$ cat src/skht_pkg.sv
// Shared constants, types and codes for the string key hash table.
package skht_pkg;

    // Table geometry
    localparam int TABLE_SLOTS = 256;
    localparam int KEY_BYTES   = 32;
    localparam int SLOT_W      = (TABLE_SLOTS > 1) ? $clog2(TABLE_SLOTS) : 1;
    localparam int KEY_CNT_W   = $clog2(KEY_BYTES + 2);
    localparam int KEY_IDX_W   = (KEY_BYTES > 1) ? $clog2(KEY_BYTES) : 1;

    // Hash multiplier and product width
    localparam int HASH_MUL    = 131;
    localparam int HASH_PROD_W = SLOT_W + 9;

    // Field widths
    localparam int KIND_W   = 2;
    localparam int BYTE_W   = 8;
    localparam int VALUE_W  = 16;
    localparam int STATUS_W = 2;
    localparam int IN_W     = 24;
    localparam int OUT_W    = 24;
    localparam int OUT_PAD  = OUT_W - VALUE_W - STATUS_W;

    // Item kinds carried on s_tuser
    typedef enum logic [KIND_W-1:0] {
        KIND_INSERT = 2'd0,
        KIND_LOOKUP = 2'd1,
        KIND_CLEAR  = 2'd2,
        KIND_NONE   = 2'd3
    } kind_t;

    // Result status codes
    typedef enum logic [STATUS_W-1:0] {
        ST_DONE     = 2'd0,
        ST_MISS     = 2'd1,
        ST_FULL     = 2'd2,
        ST_TOO_LONG = 2'd3
    } status_t;

    typedef logic [KEY_BYTES-1:0][BYTE_W-1:0] key_buf_t;

    // Commands from the controller to the key accumulator
    typedef struct packed {
        logic take;
        logic restart;
    } key_cmd_t;

    // One stored slot: key bytes, key length and value
    typedef struct packed {
        key_buf_t               key;
        logic [KEY_CNT_W-1:0]   len;
        logic [VALUE_W-1:0]     value;
    } slot_row_t;

endpackage

$ cat src/skht_key_accum.sv
// Key byte buffer, byte count and running hash of the key being received.
module skht_key_accum (
    input  logic                          aclk,
    input  logic                          aresetn,
    input  skht_pkg::key_cmd_t            key_cmd,
    input  logic [skht_pkg::BYTE_W-1:0]   key_byte,
    output skht_pkg::key_buf_t            key_buf,
    output logic [skht_pkg::KEY_CNT_W-1:0] key_count,
    output logic [skht_pkg::SLOT_W-1:0]   key_hash
);
    import skht_pkg::*;

    key_buf_t               buf_reg, buf_next;
    logic [KEY_CNT_W-1:0]   cnt_reg, cnt_next;
    logic [SLOT_W-1:0]      hash_reg, hash_next;
    logic [HASH_PROD_W-1:0] hash_prod;

    // Only the low SLOT_W bits of the hash reach the home slot
    assign hash_prod = HASH_PROD_W'(hash_reg) * HASH_PROD_W'(HASH_MUL)
                     + HASH_PROD_W'(key_byte);

    // Append one byte, or restart the key
    always_comb begin
        buf_next  = buf_reg;
        cnt_next  = cnt_reg;
        hash_next = hash_reg;
        if (key_cmd.restart) begin
            buf_next  = '0;
            cnt_next  = '0;
            hash_next = '0;
        end else if (key_cmd.take) begin
            hash_next = hash_prod[SLOT_W-1:0];
            if (cnt_reg < KEY_CNT_W'(KEY_BYTES)) begin
                buf_next[cnt_reg[KEY_IDX_W-1:0]] = key_byte;
            end
            if (cnt_reg <= KEY_CNT_W'(KEY_BYTES)) begin
                cnt_next = cnt_reg + KEY_CNT_W'(1);
            end
        end
    end

    always_ff @(posedge aclk) begin
        if (!aresetn) begin
            buf_reg  <= '0;
            cnt_reg  <= '0;
            hash_reg <= '0;
        end else begin
            buf_reg  <= buf_next;
            cnt_reg  <= cnt_next;
            hash_reg <= hash_next;
        end
    end

    assign key_buf   = buf_reg;
    assign key_count = cnt_reg;
    assign key_hash  = hash_reg;

endmodule

$ cat config.mk
export PLATFORM = sky130hd
export DESIGN_NAME = skht_key_accum
export DESIGN_NICKNAME = d
export VERILOG_FILES = /design/src/skht_pkg.sv /design/src/skht_key_accum.sv
export SDC_FILE = /design/constraint.sdc
export NUM_CORES = 1
export LEC_CHECK = 0
export BUFFER_PORTS_ARGS = -buffer_cell sky130_fd_sc_hd__buf_2
export CORE_AREA = 4 4 152 154
export CTS_BUF_LIST = sky130_fd_sc_hd__clkbuf_4
export CTS_CLUSTER_DIAMETER = 30
export DETAILED_ROUTE_END_ITERATION = 10
export DIE_AREA = 0 0 156 158
export PLACE_DENSITY = 0.77
export RECOVER_POWER = 50
export SYNTH_ARGS = -nofsm -noshare
export SYNTH_HDL_FRONTEND = slang
export SYNTH_SLANG_ARGS = --single-unit
$ cat constraint.sdc
create_clock -name aclk -period 3.35 [get_ports aclk]
set_clock_uncertainty 0.2 [all_clocks]
set_input_delay 0.1675 -clock aclk [delete_from_list [all_inputs] [get_ports aclk]]
set_output_delay 0.1675 -clock aclk [all_outputs]
set_load 0.02 [all_outputs]
==> impl_results.md <==
- Status: completed
- DRT iter0 DRCs: roughly 540
- Net Count, Synth: roughly 1,200
- Min-delay src: aresetn
- GRT overflow: 0
- CP top delay family: adder cells
- DP Area: 0.0121 mm^2
- Die Span Y: between 150 and 200 um
- Power Dens Cells: between 500 and 600 mW/mm^2
- Max-cap violations: 0
- Cell taking the most area after synthesis: dfxtp_1
- Utilization after layout: 58.8%
- Final wirelength: 30,800 um
- Fill count: between 2,000 and 2,500
- Initial antenna violation count: 1
- Seq pwr share: between 50% and 60%
- Max_slew headroom: around 41%
- Final #Nets: between 1,000 and 1,500
- P_leak: 0.00424 uW
- CP required: roughly 3700 ps
- Vias: just over 9,000
- Pre-CTS setup slack: about 36 ps
- Clock Path Buffers: 3
- Register Area: ~0.0054 mm^2
- CP Data Arrival Time: ~3500 ps
- Slowest CP cell: fa_1
- HPWL Detailed: ~20,000 um
- H-tree Lvls: 3
- Max-slew violations: 0
- Setup TNS: 0 ps
- Die Footprint: between 0.02 and 0.025 mm^2
- Worst setup SP type: register
- Post-synthesis register bit count: between 200 and 300
- RSZ-0062 raised after global routing: no
- Post-route minimum period: between 3000 and 4000 ps
- Cells after Synth: 1,147
- P_int: 4810 uW
- Register area share after synthesis: around half
- Design Area, Final: between 0.01 and 0.015 mm^2
- Post-CTS Setup Bufs: 0
- YS warnings: 0
- Final setup vio count: 0
- Initial DRT Pass Iterations: 5
- CP endpoint kind: register
- Synth unique cells: 38
- CTS Buf Count: a little over 70
- P_sw: roughly 1600 uW
- Hold Crit Class: in -> reg
- Logic pwr share: 5.6%
- Fin crit share: a little over nine tenths
- Core Area: 0.0217 mm^2
- Hold violation count in the final report: 0
- Fmax achieved: slightly above 0.3 GHz
- Multi-input gate area: 0.00467 mm^2
- Via density per instance: between 5 and 6
- Worst r2r src: key_hash[2]
- Setup crit start: key_hash[2]
- CTS Sinks: 270
- CTS tree: done
- First-pass GRT wire length: 47,400 um
- Share of cells above drive strength 1: roughly an eighth
- Top post-synthesis cells by area: dfxtp_1, mux2i_1, a21oi_1
- Crit path buffers/inverters: 2
- # port buffers: approximately 280
- Largest net degree at the start of global routing: 97
- Crit-path max cell delay: roughly 500 ps
- WL/cell: ~17 um
- Net Sw Frac: about a quarter
- Total track usage: around a quarter
- Crit-path max FO: 3
- Root buf cell: clkbuf_4
- Row count: 54
- Area Overhead vs Synth: 21.7%
- Worst path cell trace: inv_1 > fa_1 > inv_1 > ha_1 > ha_1 > ha_2 > fa_2 > a21o_1 > a21oi_2 > xnor2_1 > nand2_1 > mux2_2
- Cell area after synthesis: approximately 0.010 mm^2
- Initial core utilization: 48.3%
- GPL Wtd Cong: 0.793
- Worst vdd ir: approximately 0.00044 V
- Antenna Nets Post-Route: 0
- Worst Tran Pin Value: between 800 and 900 ps
- Vias in the first global route: 8,828
- WS Path Type: reg -> reg
- Post-route setup slack: about 130 ps
- Ports: between 200 and 300
- Drc violations: 0
- Synth top area share: between 50% and 60%
- Clk pin slew, worst setup/hold paths: ~60 ps
- Skew-Pair Late Insertion Delay: 640 ps
- Mean Syn Cell Area: about 9.1 um^2
- Die X: 156 um
- Clk pwr share: about 44%
cell families after synthesis:
kind of cell	count (synthesis)	share of synthesized area, %
XOR/XNOR	11	1.05
flip-flops	270	51.6
multiplexers	135	12.9
AND/OR/NAND/NOR	425	18.3
AO/OA/AOI/OAI	168	8.11
adder cells (fa/ha/maj)	27	3.72
buffers and inverters	111	4.35
layer usage:
metal  GRT usage (%)  vias to the layer above  part of all wire, %
li1                -                     4461                    -
met1            30.3                     4287                   41
met2            38.6                      398                   47
met3            7.98                       55                  9.8
met4            8.38                        0                  2.4
met5               0                        -                    0
layout make-up:
class                   instances  area share, %
diodes                          1         0.0196
clock buffers                  96           5.65
clock inverters                22           1.14
inverters                      16          0.471
multi-input cells             766           36.7
flip-flops and latches        270           42.4
well taps                     280           2.75
repair buffers                317           10.9
Yosys cell counts (all sizes together):
library cell / instances
dfxtp: 270
nor2: 159
nand2: 148
mux2i: 134
a21oi: 131
nand3: 99
clkbuf: 66
o21ai: 33
buf: 29
ha: 20
inv: 16
xnor2: 8
fa: 7
nor3b: 5
nor2b: 4
a21o: 2
nand2b: 2
nand3b: 2
nor3: 2
xor2: 2
a211oi: 1
a31oi: 1
and2b: 1
mux2: 1
nand4: 1
or3: 1
or4: 1
xnor3: 1
worst reg2reg max path, cell delays in order, from the launching register on:
cell and delay, ps:
dfxtp_2 340, inv_1 70, fa_1 500, inv_1 50
ha_1 260, ha_1 280, ha_2 210, fa_2 360
a21o_1 210, a21oi_2 160, xnor2_1 130, nand2_1 70
mux2_2 290
sequential cells by signal, indices dropped and copies added (netlist names):
name       flops
key_buf      256
key_hash       8
key_count      6
power by group through the flow:
stage          Sequential, uW  Combinational, uW  Clock, uW
6_report                 3230                354       2790
5_1_grt                  3230                387       3050
4_1_cts                  3230                351       2860
3_5_place_dp             3300                342          0
3_3_place_gp             3300                338          0
2_1_floorplan            3320                219          0
placed cells by master (no fill, tap or decap), drive strengths merged, types with 2 or more instances in the layout:
cell type / count
clkbuf: 362
dfxtp: 270
nor2: 159
nand2: 148
mux2i: 134
a21oi: 131
nand3: 99
buf: 42
o21ai: 33
ha: 20
inv: 20
clkinv: 14
dlygate4sd3: 9
xnor2: 8
fa: 7
nor3b: 5
nor2b: 4
nand3b: 2
xor2: 2
a21o: 2
bufinv: 2
clkinvlp: 2
nand2b: 2
nor3: 2
final timing paths:
path	slack (ps)	to	cells past startpoint
setup reg to reg	130	key_hash[7]	12
hold reg to reg	250	key_buf[57]	2
hold / removal	120	key_buf[218]	3
setup / recovery	130	key_hash[7]	12
what timing repair did:
action	CTS	global route
endpoints found under the hold margin	231	0
gates resized for setup	0	5
setup endpoints to repair	0	1
hold buffers	9	0
metrics by stage:
stage          total power, uW  hold slack (ps)  cells
6_report                  6380              118   1768
5_1_grt                   6670              133   1768
4_1_cts                   6440             61.8   1767
3_5_place_dp              3650              245   1640
3_3_place_gp              3640              240   1640
2_1_floorplan             3540              115   1147
No activity file was read; power rests on OpenSTA's default activity.
